===== config.mk =====
export PLATFORM = sky130hd
export DESIGN_NAME = form_url_percent_codec
export DESIGN_NICKNAME = d
export VERILOG_FILES = /design/src/hw/rtl/fupc_pkg.sv /design/src/hw/rtl/fupc_front.sv /design/src/hw/rtl/fupc_queue.sv /design/src/hw/rtl/fupc_back.sv /design/src/hw/rtl/form_url_percent_codec.sv
export SDC_FILE = /design/constraint.sdc
export NUM_CORES = 1
export LEC_CHECK = 0
export BUFFER_PORTS_ARGS = -buffer_cell sky130_fd_sc_hd__buf_4
export CAP_MARGIN = 10
export CORE_ASPECT_RATIO = 1.75
export CORE_MARGIN = 2
export CORE_UTILIZATION = 40
export CTS_CLUSTER_SIZE = 8
export DETAILED_ROUTE_END_ITERATION = 10
export GPL_ROUTABILITY_DRIVEN = 1
export PLACE_DENSITY_LB_ADDON = 0.08
export SYNTH_ARGS = -nofsm -noshare
export SYNTH_HDL_FRONTEND = slang
export SYNTH_HIERARCHICAL = 1
export SYNTH_SLANG_ARGS = --single-unit

===== constraint.sdc =====
create_clock -name clock -period 7.18 [get_ports clock]
set_input_delay 0.359 -clock clock [delete_from_list [all_inputs] [get_ports clock]]
set_output_delay 0.359 -clock clock [all_outputs]
set_load 0.05 [all_outputs]

===== src/hw/rtl/fupc_pkg.sv =====
// fupc_pkg: shared types, character constants and helper functions for the
// form-urlencoded percent codec. No dependencies.
package fupc_pkg;

   // Characters with special meaning
   localparam logic [7:0] CH_PLUS    = 8'h2B;
   localparam logic [7:0] CH_PERCENT = 8'h25;
   localparam logic [7:0] CH_SPACE   = 8'h20;
   localparam logic [7:0] CH_MINUS   = 8'h2D;
   localparam logic [7:0] CH_DOT     = 8'h2E;
   localparam logic [7:0] CH_UNDER   = 8'h5F;

   // Codec mode register values
   localparam logic MODE_ENCODE = 1'b0;
   localparam logic MODE_DECODE = 1'b1;

   // Partial decode sequence: nothing held, '%' held, '%' and one hex digit held
   localparam logic [1:0] PEND_NONE = 2'd0;
   localparam logic [1:0] PEND_PCT  = 2'd1;
   localparam logic [1:0] PEND_HEX  = 2'd2;

   // hex_value result for a byte that is not a hex digit
   localparam logic [4:0] HEX_NONE = 5'd16;

   // Up to three output bytes of one input item, in order
   typedef struct packed {
      logic [2:0][7:0] bytes;
      logic [1:0]      count;
      logic            last;
   } fupc_entry_type;

   // Front-end state seen by the top level
   typedef struct packed {
      logic       mode;
      logic [1:0] pend;
   } fupc_front_stat_type;

   // 0..15 for a hex digit of either case, HEX_NONE otherwise
   function automatic logic [4:0] hex_value(input logic [7:0] b);
      logic [4:0] v;
      v = HEX_NONE;
      if (b inside {[8'h30:8'h39]}) begin
         v = {1'b0, b[3:0]};
      end else if (b inside {[8'h41:8'h46], [8'h61:8'h66]}) begin
         v = 5'(b[3:0]) + 5'd9;
      end
      return v;
   endfunction

   // Letters, digits and the three unreserved marks pass through
   function automatic logic is_unreserved(input logic [7:0] b);
      return (b inside {[8'h30:8'h39], [8'h41:8'h5A], [8'h61:8'h7A]}) ||
             (b == CH_MINUS) || (b == CH_DOT) || (b == CH_UNDER);
   endfunction

   // Uppercase hex digit for one nibble
   function automatic logic [7:0] hex_digit(input logic [3:0] nib);
      logic [7:0] d;
      if (nib < 4'd10) begin
         d = {4'h3, nib};
      end else begin
         d = 8'(nib) + 8'h37;
      end
      return d;
   endfunction

endpackage


===== src/hw/rtl/fupc_front.sv =====
// fupc_front: accepts input items, holds the mode register and the partial
// decode state, and turns each item into a queue entry of 0..3 bytes. Uses fupc_pkg.
module fupc_front (
   input  logic                          clock,
   input  logic                          reset,
   input  logic                          csr_wr_en,
   input  logic                          csr_wr_data,
   input  logic                          req_valid,
   output logic                          req_stall,
   input  logic [7:0]                    req_in_byte,
   input  logic                          req_in_last,
   input  logic                          q_full,
   output logic                          q_push,
   output fupc_pkg::fupc_entry_type      q_entry,
   output fupc_pkg::fupc_front_stat_type stat
);

   logic       mode_ff, mode_in;
   logic [1:0] pend_ff, pend_in;
   logic [7:0] hold_ff, hold_in;

   logic       accept;
   logic [4:0] hv;
   logic [3:0] hi_nib;
   logic       plain_put;
   logic [7:0] plain_byte;
   logic       plain_pct;
   logic [7:0] ebuf [4];
   logic [2:0] ecnt;

   assign req_stall = q_full;
   assign accept    = req_valid && !q_full;

   // Plain decode of the current byte (no sequence pending)
   assign hv         = fupc_pkg::hex_value(req_in_byte);
   assign hi_nib     = 4'(fupc_pkg::hex_value(hold_ff));
   assign plain_pct  = (req_in_byte == fupc_pkg::CH_PERCENT);
   assign plain_put  = !plain_pct;
   assign plain_byte = (req_in_byte == fupc_pkg::CH_PLUS) ? fupc_pkg::CH_SPACE : req_in_byte;

   // Classify the item: output bytes and next partial-sequence state
   always_comb begin
      pend_in = pend_ff;
      hold_in = hold_ff;
      ecnt    = 3'd0;
      for (int i = 0; i < 4; i++) begin
         ebuf[i] = '0;
      end
      if (mode_ff == fupc_pkg::MODE_DECODE) begin
         case (pend_ff)
            fupc_pkg::PEND_PCT: begin
               if (!hv[4]) begin
                  hold_in = req_in_byte;
                  pend_in = fupc_pkg::PEND_HEX;
               end else begin
                  pend_in = fupc_pkg::PEND_NONE;
                  ebuf[ecnt[1:0]] = fupc_pkg::CH_PERCENT;
                  ecnt = ecnt + 3'd1;
                  if (plain_put) begin
                     ebuf[ecnt[1:0]] = plain_byte;
                     ecnt = ecnt + 3'd1;
                  end else begin
                     pend_in = fupc_pkg::PEND_PCT;
                  end
               end
            end
            fupc_pkg::PEND_HEX: begin
               pend_in = fupc_pkg::PEND_NONE;
               if (!hv[4]) begin
                  ebuf[ecnt[1:0]] = {hi_nib, hv[3:0]};
                  ecnt = ecnt + 3'd1;
               end else begin
                  ebuf[ecnt[1:0]] = fupc_pkg::CH_PERCENT;
                  ecnt = ecnt + 3'd1;
                  ebuf[ecnt[1:0]] = hold_ff;
                  ecnt = ecnt + 3'd1;
                  if (plain_put) begin
                     ebuf[ecnt[1:0]] = plain_byte;
                     ecnt = ecnt + 3'd1;
                  end else begin
                     pend_in = fupc_pkg::PEND_PCT;
                  end
               end
               hold_in = '0;
            end
            default: begin
               pend_in = fupc_pkg::PEND_NONE;
               if (plain_put) begin
                  ebuf[ecnt[1:0]] = plain_byte;
                  ecnt = ecnt + 3'd1;
               end else begin
                  pend_in = fupc_pkg::PEND_PCT;
               end
            end
         endcase
         // Last byte flushes a partial sequence literally; a fourth output byte is dropped
         if (req_in_last) begin
            if (pend_in == fupc_pkg::PEND_PCT) begin
               ebuf[ecnt[1:0]] = fupc_pkg::CH_PERCENT;
               ecnt = ecnt + 3'd1;
            end else if (pend_in == fupc_pkg::PEND_HEX) begin
               ebuf[ecnt[1:0]] = fupc_pkg::CH_PERCENT;
               ecnt = ecnt + 3'd1;
               ebuf[ecnt[1:0]] = hold_in;
               ecnt = ecnt + 3'd1;
            end
            pend_in = fupc_pkg::PEND_NONE;
            hold_in = '0;
         end
      end else begin
         // Encode
         pend_in = fupc_pkg::PEND_NONE;
         hold_in = '0;
         if (req_in_byte == fupc_pkg::CH_SPACE) begin
            ebuf[0] = fupc_pkg::CH_PLUS;
            ecnt    = 3'd1;
         end else if (fupc_pkg::is_unreserved(req_in_byte)) begin
            ebuf[0] = req_in_byte;
            ecnt    = 3'd1;
         end else begin
            ebuf[0] = fupc_pkg::CH_PERCENT;
            ebuf[1] = fupc_pkg::hex_digit(req_in_byte[7:4]);
            ebuf[2] = fupc_pkg::hex_digit(req_in_byte[3:0]);
            ecnt    = 3'd3;
         end
      end
      if (ecnt > 3'd3) begin
         ecnt = 3'd3;
      end
   end

   // Queue entry; absorbed bytes push nothing
   assign q_entry.bytes = {ebuf[2], ebuf[1], ebuf[0]};
   assign q_entry.count = ecnt[1:0];
   assign q_entry.last  = req_in_last;
   assign q_push        = accept && (ecnt != 3'd0);

   // Mode register write clears any partial sequence
   always_comb begin
      mode_in = mode_ff;
      if (csr_wr_en) begin
         mode_in = csr_wr_data;
      end
   end

   always_ff @(posedge clock) begin
      if (reset) begin
         mode_ff <= fupc_pkg::MODE_ENCODE;
         pend_ff <= fupc_pkg::PEND_NONE;
         hold_ff <= '0;
      end else begin
         mode_ff <= mode_in;
         if (csr_wr_en) begin
            pend_ff <= fupc_pkg::PEND_NONE;
            hold_ff <= '0;
         end else if (accept) begin
            pend_ff <= pend_in;
            hold_ff <= hold_in;
         end
      end
   end

   assign stat.mode = mode_ff;
   assign stat.pend = pend_ff;

endmodule


===== src/hw/rtl/fupc_queue.sv =====
// fupc_queue: small FIFO of classified items between the front and back ends.
// Uses fupc_pkg for the entry type.
module fupc_queue #(
   parameter int unsigned DEPTH = 2
) (
   input  logic                     clock,
   input  logic                     reset,
   input  logic                     push,
   input  fupc_pkg::fupc_entry_type entry_in,
   input  logic                     pop,
   output fupc_pkg::fupc_entry_type entry_out,
   output logic                     full,
   output logic                     empty
);

   localparam int unsigned PTR_W = (DEPTH > 1) ? $clog2(DEPTH) : 1;
   localparam int unsigned CNT_W = $clog2(DEPTH + 1);

   fupc_pkg::fupc_entry_type mem_ff [DEPTH];
   logic [PTR_W-1:0] wr_ptr_ff, wr_ptr_in;
   logic [PTR_W-1:0] rd_ptr_ff, rd_ptr_in;
   logic [CNT_W-1:0] count_ff, count_in;

   assign full      = (count_ff == CNT_W'(DEPTH));
   assign empty     = (count_ff == '0);
   assign entry_out = mem_ff[rd_ptr_ff];

   // Pointer wrap and occupancy
   always_comb begin
      wr_ptr_in = wr_ptr_ff;
      rd_ptr_in = rd_ptr_ff;
      count_in  = count_ff;
      if (push) begin
         wr_ptr_in = (wr_ptr_ff == PTR_W'(DEPTH - 1)) ? '0 : wr_ptr_ff + PTR_W'(1);
      end
      if (pop) begin
         rd_ptr_in = (rd_ptr_ff == PTR_W'(DEPTH - 1)) ? '0 : rd_ptr_ff + PTR_W'(1);
      end
      if (push && !pop) begin
         count_in = count_ff + CNT_W'(1);
      end else if (pop && !push) begin
         count_in = count_ff - CNT_W'(1);
      end
   end

   always_ff @(posedge clock) begin
      if (reset) begin
         wr_ptr_ff <= '0;
         rd_ptr_ff <= '0;
         count_ff  <= '0;
      end else begin
         wr_ptr_ff <= wr_ptr_in;
         rd_ptr_ff <= rd_ptr_in;
         count_ff  <= count_in;
      end
   end

   // Entry storage
   always_ff @(posedge clock) begin
      if (push) begin
         mem_ff[wr_ptr_ff] <= entry_in;
      end
   end

endmodule


===== src/hw/rtl/fupc_back.sv =====
// fupc_back: takes queue entries and sends their bytes one per cycle, while rsp_stall
// is low, on the result channel with run_last and string_end. Uses fupc_pkg.
module fupc_back (
   input  logic                     clock,
   input  logic                     reset,
   input  logic                     q_empty,
   input  fupc_pkg::fupc_entry_type q_entry,
   output logic                     q_pop,
   output logic                     rsp_valid,
   input  logic                     rsp_stall,
   output logic [7:0]               rsp_out_byte,
   output logic                     rsp_run_last,
   output logic                     rsp_string_end
);

   fupc_pkg::fupc_entry_type cur_ff, cur_in;
   logic [1:0] idx_ff, idx_in;
   logic       busy_ff, busy_in;
   logic       is_final;
   logic       take;

   assign is_final = (idx_ff == (cur_ff.count - 2'd1));
   assign take     = busy_ff && !rsp_stall;
   assign q_pop    = !q_empty && (!busy_ff || (take && is_final));

   // Step through the bytes of the current entry
   always_comb begin
      cur_in  = cur_ff;
      idx_in  = idx_ff;
      busy_in = busy_ff;
      if (q_pop) begin
         cur_in  = q_entry;
         idx_in  = '0;
         busy_in = 1'b1;
      end else if (take) begin
         if (is_final) begin
            busy_in = 1'b0;
         end else begin
            idx_in = idx_ff + 2'd1;
         end
      end
   end

   always_ff @(posedge clock) begin
      if (reset) begin
         busy_ff <= 1'b0;
         idx_ff  <= '0;
      end else begin
         busy_ff <= busy_in;
         idx_ff  <= idx_in;
      end
   end

   always_ff @(posedge clock) begin
      cur_ff <= cur_in;
   end

   assign rsp_valid      = busy_ff;
   assign rsp_out_byte   = cur_ff.bytes[idx_ff];
   assign rsp_run_last   = is_final;
   assign rsp_string_end = is_final && cur_ff.last;

endmodule


===== src/hw/rtl/form_url_percent_codec.sv =====
// form_url_percent_codec: form-urlencoded percent encoder/decoder, top level.
// The first result of an item is offered once the item has been written into the queue
// and then loaded from there into the back end's entry register.
// Throughput: one result byte per cycle while rsp_stall is low, at the back end's single
// output port; an item gives 1 to 3 bytes, and absorbed decode bytes give none.
// Reset (synchronous, active high) selects encode mode and clears the partial
// sequence, the queue and the output stage; no clearing pass.
module form_url_percent_codec #(
   parameter int unsigned QUEUE_DEPTH = 2
) (
   input  logic       clock,
   input  logic       reset,
   input  logic       csr_wr_en,
   input  logic       csr_wr_data,
   input  logic       req_valid,
   output logic       req_stall,
   input  logic [7:0] req_in_byte,
   input  logic       req_in_last,
   output logic       rsp_valid,
   input  logic       rsp_stall,
   output logic [7:0] rsp_out_byte,
   output logic       rsp_run_last,
   output logic       rsp_string_end
);

   fupc_pkg::fupc_entry_type      push_entry;
   fupc_pkg::fupc_entry_type      pop_entry;
   fupc_pkg::fupc_front_stat_type front_stat;
   logic q_push, q_pop, q_full, q_empty;

   // Front end: classify items
   fupc_front u_front (
      .clock       (clock),
      .reset       (reset),
      .csr_wr_en   (csr_wr_en),
      .csr_wr_data (csr_wr_data),
      .req_valid   (req_valid),
      .req_stall   (req_stall),
      .req_in_byte (req_in_byte),
      .req_in_last (req_in_last),
      .q_full      (q_full),
      .q_push      (q_push),
      .q_entry     (push_entry),
      .stat        (front_stat)
   );

   // Decoupling queue
   fupc_queue #(
      .DEPTH (QUEUE_DEPTH)
   ) u_queue (
      .clock     (clock),
      .reset     (reset),
      .push      (q_push),
      .entry_in  (push_entry),
      .pop       (q_pop),
      .entry_out (pop_entry),
      .full      (q_full),
      .empty     (q_empty)
   );

   // Back end: serialize result bytes
   fupc_back u_back (
      .clock          (clock),
      .reset          (reset),
      .q_empty        (q_empty),
      .q_entry        (pop_entry),
      .q_pop          (q_pop),
      .rsp_valid      (rsp_valid),
      .rsp_stall      (rsp_stall),
      .rsp_out_byte   (rsp_out_byte),
      .rsp_run_last   (rsp_run_last),
      .rsp_string_end (rsp_string_end)
   );

   // A last item never leaves a partial sequence behind
   assert property (@(posedge clock) disable iff (reset)
      (req_valid && !req_stall && req_in_last && !csr_wr_en)
         |=> (front_stat.pend == fupc_pkg::PEND_NONE))
      else $error("partial sequence survives last item");

   // Encode mode never holds a partial sequence
   assert property (@(posedge clock) disable iff (reset)
      (front_stat.mode == fupc_pkg::MODE_ENCODE) |-> (front_stat.pend == fupc_pkg::PEND_NONE))
      else $error("pending sequence in encode mode");

   // Result channel goes idle only after the final byte of an item is taken
   assert property (@(posedge clock) disable iff (reset)
      (!$past(reset) && $fell(rsp_valid)) |-> $past(rsp_run_last && !rsp_stall))
      else $error("result stream dropped mid-item");

endmodule


==> results of run 1 <==
## registers in the layout (all words and copies together), names as in the netlist, named ones only
signal and count:
u_back/rsp_valid 1, u_back/cur_ff 27, u_queue/wr_ptr_ff 1, u_back/idx_ff 2, u_front/hold_ff 8, u_queue/mem_ff 54
u_queue/count_ff 2, u_front/mode_ff 1, u_queue/rd_ptr_ff 1, u_front/pend_ff 2
## layout make-up
cell class	instances	area, µm²
Multi-Input combinational cell	393	2760
Clock inverter	6	43.8
Sequential cell	100	2810
Clock buffer	10	229
Fill cell	1362	7890
Timing Repair Buffer	35	263
Tap cell	180	225
Inverter	19	71.3
## worst max-delay path, delay by kind of cell
family,cells,cell delay (ns)
simple gates,6,2.00
buf+inv,3,0.46
compound gates,5,1.22
fa+ha+maj,3,0.90
## power by group through the flow
stage	clock, µW	sequential (µW)	combinational (µW)
global placement	0	850	529
CTS	455	843	534
floorplan	0	850	384
global route	481	854	571
finish	443	840	529
detailed placement	0	856	531
## path summary, 6_finish.rpt
kind,endpoint,from,slack [ns]
worst min-delay path,u_front/mode_ff,csr_wr_data,0.25
worst max-delay path,u_queue/count_ff[1],req_in_byte[4],2.50
worst max register to register,u_queue/count_ff[1],u_front/pend_ff[1],3.25
worst min register to register,u_queue/count_ff[1],u_queue/count_ff[1],0.52
## metrics by stage
step / std cells / power, µW / setup WS [ns] / instance area, µm²
finish: 743 / 1810 / 2.50 / 6400
global route: 743 / 1910 / 2.07 / 6400
CTS: 743 / 1830 / 2.58 / 6400
detailed placement: 727 / 1390 / 2.23 / 6130
global placement: 727 / 1380 / 2.34 / 6130
floorplan: 549 / 1230 / 2.02 / 5810
## metal layers
metal  GRT usage  wire length (µm)  up-vias
li1            -                 -     2121
met1       0.227              6050     2195
met2       0.388              8750      169
met3      0.0281               573       63
met4       0.165              1120        0
met5           0                 0        -
==> out/metrics.csv, run 1 <==
metric;value;unit
worst slew pin tran;1.01;ns
vias;4548;
DRC;0;
CP cell instances;buf_4, inv_1, ha_1, nor3b_1, nand3_1, o21ai_0, inv_1, ha_1, nand2b_1, o22ai_1, a21oi_1, and4_1, nor3_1, a31oi_1, ha_1, or3_1, a21oi_1;
H-tree depth;3;
status;completed;
Clock transition at path regs;0.07;ns
Crit Path Max Fanout;14;
grt ovf;0;
PD cells;283;mW/mm²
Final ANT Viol Nets;0;
Layout Area Growth over Synthesis;10.3;%
Clock Sinks;100;
Crit path largest cell delay;0.68;ns
CP endpoint kind;register;
DIE WIDTH;95.1;µm
RePlAce Congestion;0.958;
mean post-synth cell area;10.6;µm²
WP data arrival;4.95;ns
Max Freq;214;MHz
Logic pwr share;0.292;
initial DRC count;346;
final worst-path cycle share;0.651;
Routed WL per cell;22.2;µm
CTS resizes;0;
final WL;16.5;mm
ratio of cells with drive above 1 in the final layout;0.165;
Rows;58;
Total Die Area;0.0155;mm²
maximum root-to-sink buffer count;2;
max-slew violation count;0;
leakage;0.00219;µW
largest net degree at the start of global routing;30;
Tmin final;4.68;ns
Switch Pwr;595;µW
vias in the first global route;4495;
endpoints failing setup;0;
Post-Syn Instances;549;
router iterations before antenna repair;5;
Slowest-stage cell, CP;o21ai_0;
WS Path Type;in2reg;
hpwl dp;12.3;mm
initial antenna violation count;0;
I/O Buffers;26;
Via density;6.12;
Int Power;1220;µW
skew final;0.0122;ns
most frequent cells in the layout;edfxtp_1 (81), nand2_1 (42), nor2_1 (39);
CTS buffer count;9;
Worst slew margin;0.322;
worst hold path depth;3;
clock latency on the worst-skew pair;0.34;ns
number of inserted diodes;0;
RSZ-0062 raised after global routing;no;
Synth Cell Area;0.00581;mm²
Critical Path RT;7.46;ns
Top Ports;27;
Starting Density;0.406;
Yosys warnings;6;
VDD IR max;0.126;mV
worst hold-check path type;in2reg;
area of the core;0.0143;mm²
clock power share;0.244;
Setup crit start kind;input pin;
FF-to-FF path depth;16;
post-synth net total;585;
first-pass GRT wire length;25.2;mm
hold buffer count at cts;0;
final core occ;0.448;
cell mode on critical path;ha_1;
number of max-cap violations;0;
Final Hold Fails;0;
Hold WS;0.250;ns
Die Y;163;µm
setup tns final;0;ns
commonest non-fill, non-tap cell in the layout;edfxtp_1;
Setup Fix Bufs, Post-CTS;0;
Nets;594;
TritonCTS clock tree;built;
sequential share of power;0.464;
Switching Fraction;0.328;
CTS root buffer;clkbuf_16;
gr usage total;0.219;
(Power assumes the default switching activity.)
==> run 2: changes to the inputs <==
- clock period: 7.18 -> 4.5 ns (I/O delays scaled with it)
==> out/metrics.csv, run 2 (synthesis results as in run 1) <==
metric;value;unit;change
ratio of cells with drive above 1 in the final layout;0.176;;+0.0111
DRC;0;;unchanged
Crit path largest cell delay;0.55;ns;-0.13 ns
WS Path Type;in2reg;;
skew final;0.00696;ns;-0.00527 ns
Slowest-stage cell, CP;or4b_4;;
commonest non-fill, non-tap cell in the layout;edfxtp_1;;
hold buffer count at cts;0;;unchanged
most frequent cells in the layout;edfxtp_1 (81), buf_4 (43), nand2_1 (42);;
area of the core;0.0143;mm²;unchanged
DIE WIDTH;95.1;µm;unchanged
RePlAce Congestion;1.04;;+8.4%
Clock Sinks;100;;unchanged
max-slew violation count;0;;unchanged
CTS resizes;0;;unchanged
Starting Density;0.406;;unchanged
final WL;16.5;mm;-0.10%
PD cells;450;mW/mm²;+59%
VDD IR max;0.261;mV;+110%
router iterations before antenna repair;6;;+1
status;completed;;
vias;4558;;+0.22%
Setup Fix Bufs, Post-CTS;0;;unchanged
number of inserted diodes;0;;unchanged
CP endpoint kind;register;;
grt ovf;0;;unchanged
I/O Buffers;26;;unchanged
endpoints failing setup;0;;unchanged
Critical Path RT;4.77;ns;-2.69 ns
worst hold-check path type;in2reg;;
total power;2930;µW;+62%
Routed WL per cell;21.9;µm;-1.4%
final worst-path cycle share;0.909;;
Tmin final;4.09;ns;
Final Hold Fails;0;;unchanged
H-tree depth;3;;unchanged
Hold WS;0.124;ns;-0.126 ns
Nets;604;;+1.7%
Final ANT Viol Nets;0;;unchanged
RSZ-0062 raised after global routing;no;;
Max Freq;244;MHz;
Crit Path Max Fanout;12;;-2
Worst slew margin;0.279;;-0.0432
wire length on met1;5.89;mm;-2.6%
WP data arrival;4.37;ns;-0.58 ns
setup tns final;0;ns;unchanged
Via density;6.05;;-1.1%
Top Ports;27;;unchanged
met2 wire length;8.80;mm;+0.58%
initial antenna violation count;0;;unchanged
Rows;58;;unchanged
met3 wire length;654;µm;+14%
Layout Area Growth over Synthesis;12.3;%;
hpwl dp;12.6;mm;+1.8%
highest routed layer;met4;;
largest net degree at the start of global routing;30;;unchanged
Regs by FF count;u_queue/mem_ff (54), u_back/cur_ff (27), u_front/hold_ff (8);;
clock latency on the worst-skew pair;0.34;ns;about the same
vias in the first global route;4448;;-1.0%
Die Y;163;µm;unchanged
worst slew pin tran;1.07;ns;+0.0643 ns
max reg flops;54;;unchanged
Top reg by flops;u_queue/mem_ff;;
cell mode on critical path;ha_1;;
Setup crit start kind;input pin;;
gr usage total;0.221;;+0.00230
leakage;0.00224;µW;+2.6%
TritonCTS clock tree;built;;
maximum root-to-sink buffer count;2;;unchanged
CTS buffer count;9;;unchanged
Clock transition at path regs;0.07;ns;about the same
number of max-cap violations;0;;unchanged
Total Die Area;0.0155;mm²;unchanged
final instance area;0.00652;mm²;+1.8%
first-pass GRT wire length;25.2;mm;about the same
initial DRC count;337;;-2.6%
Post-DP Area;0.00623;mm²;+1.7%
CTS root buffer;clkbuf_16;;
CP cell instances;buf_4, inv_1, ha_1, or4b_4, o2111a_1, nor2_1, o21ai_1, or3_1, ha_1, nand2b_1, o22ai_1, a21oi_1, and4_1, nor3_1, a31oi_1, ha_1, or3_1, a21oi_1;;
run 2: layer usage:
layer / global-route usage / vias up
li1: - / 2137
met1: 0.232 / 2174
met2: 0.393 / 187
met3: 0.0341 / 60
met4: 0.150 / 0
met5: 0 / -
run 2: worst paths after layout:
check                            from                  end  slack, ns  cells past startpoint
setup / recovery       req_in_byte[1]  u_queue/count_ff[1]       0.41                     18
hold / removal            csr_wr_data      u_front/mode_ff       0.12                      3
setup reg to reg   u_front/pend_ff[0]  u_queue/count_ff[1]       0.93                     14
hold reg to reg   u_queue/count_ff[1]  u_queue/count_ff[1]       0.54                      2
run 2: area by class of cell:
cell class	count	area [µm²]
Clock buffer	10	229
Multi-Input combinational cell	393	2760
Fill cell	1344	7780
Timing Repair Buffer	45	363
Clock inverter	6	55.1
Sequential cell	100	2810
Tap cell	180	225
Inverter	19	71.3
run 2: critical path, delay by kind of cell:
| family | cells | cell delay (ns) |
|---|---|---|
| AOI/OAI and AO/OA | 6 | 0.89 |
| adders and majority gates | 3 | 0.89 |
| buffers and inverters | 2 | 0.30 |
| and+or+nand+nor | 7 | 2.07 |
run 2: stage by stage:
step                      instances  setup WS (ns)   util
after floorplan                 549         0.0388      -
after global placement          737          0.182  0.436
after detailed placement        737          0.105  0.436
after CTS                       753          0.451  0.456
after global routing            753          0.240  0.456
final                           753          0.409  0.456
run 2: power breakdown:
part           internal [µW]  total, µW  switching, µW
Sequential              1270       1340           70.2
Combinational            301        855            554
Clock                    425        733            308
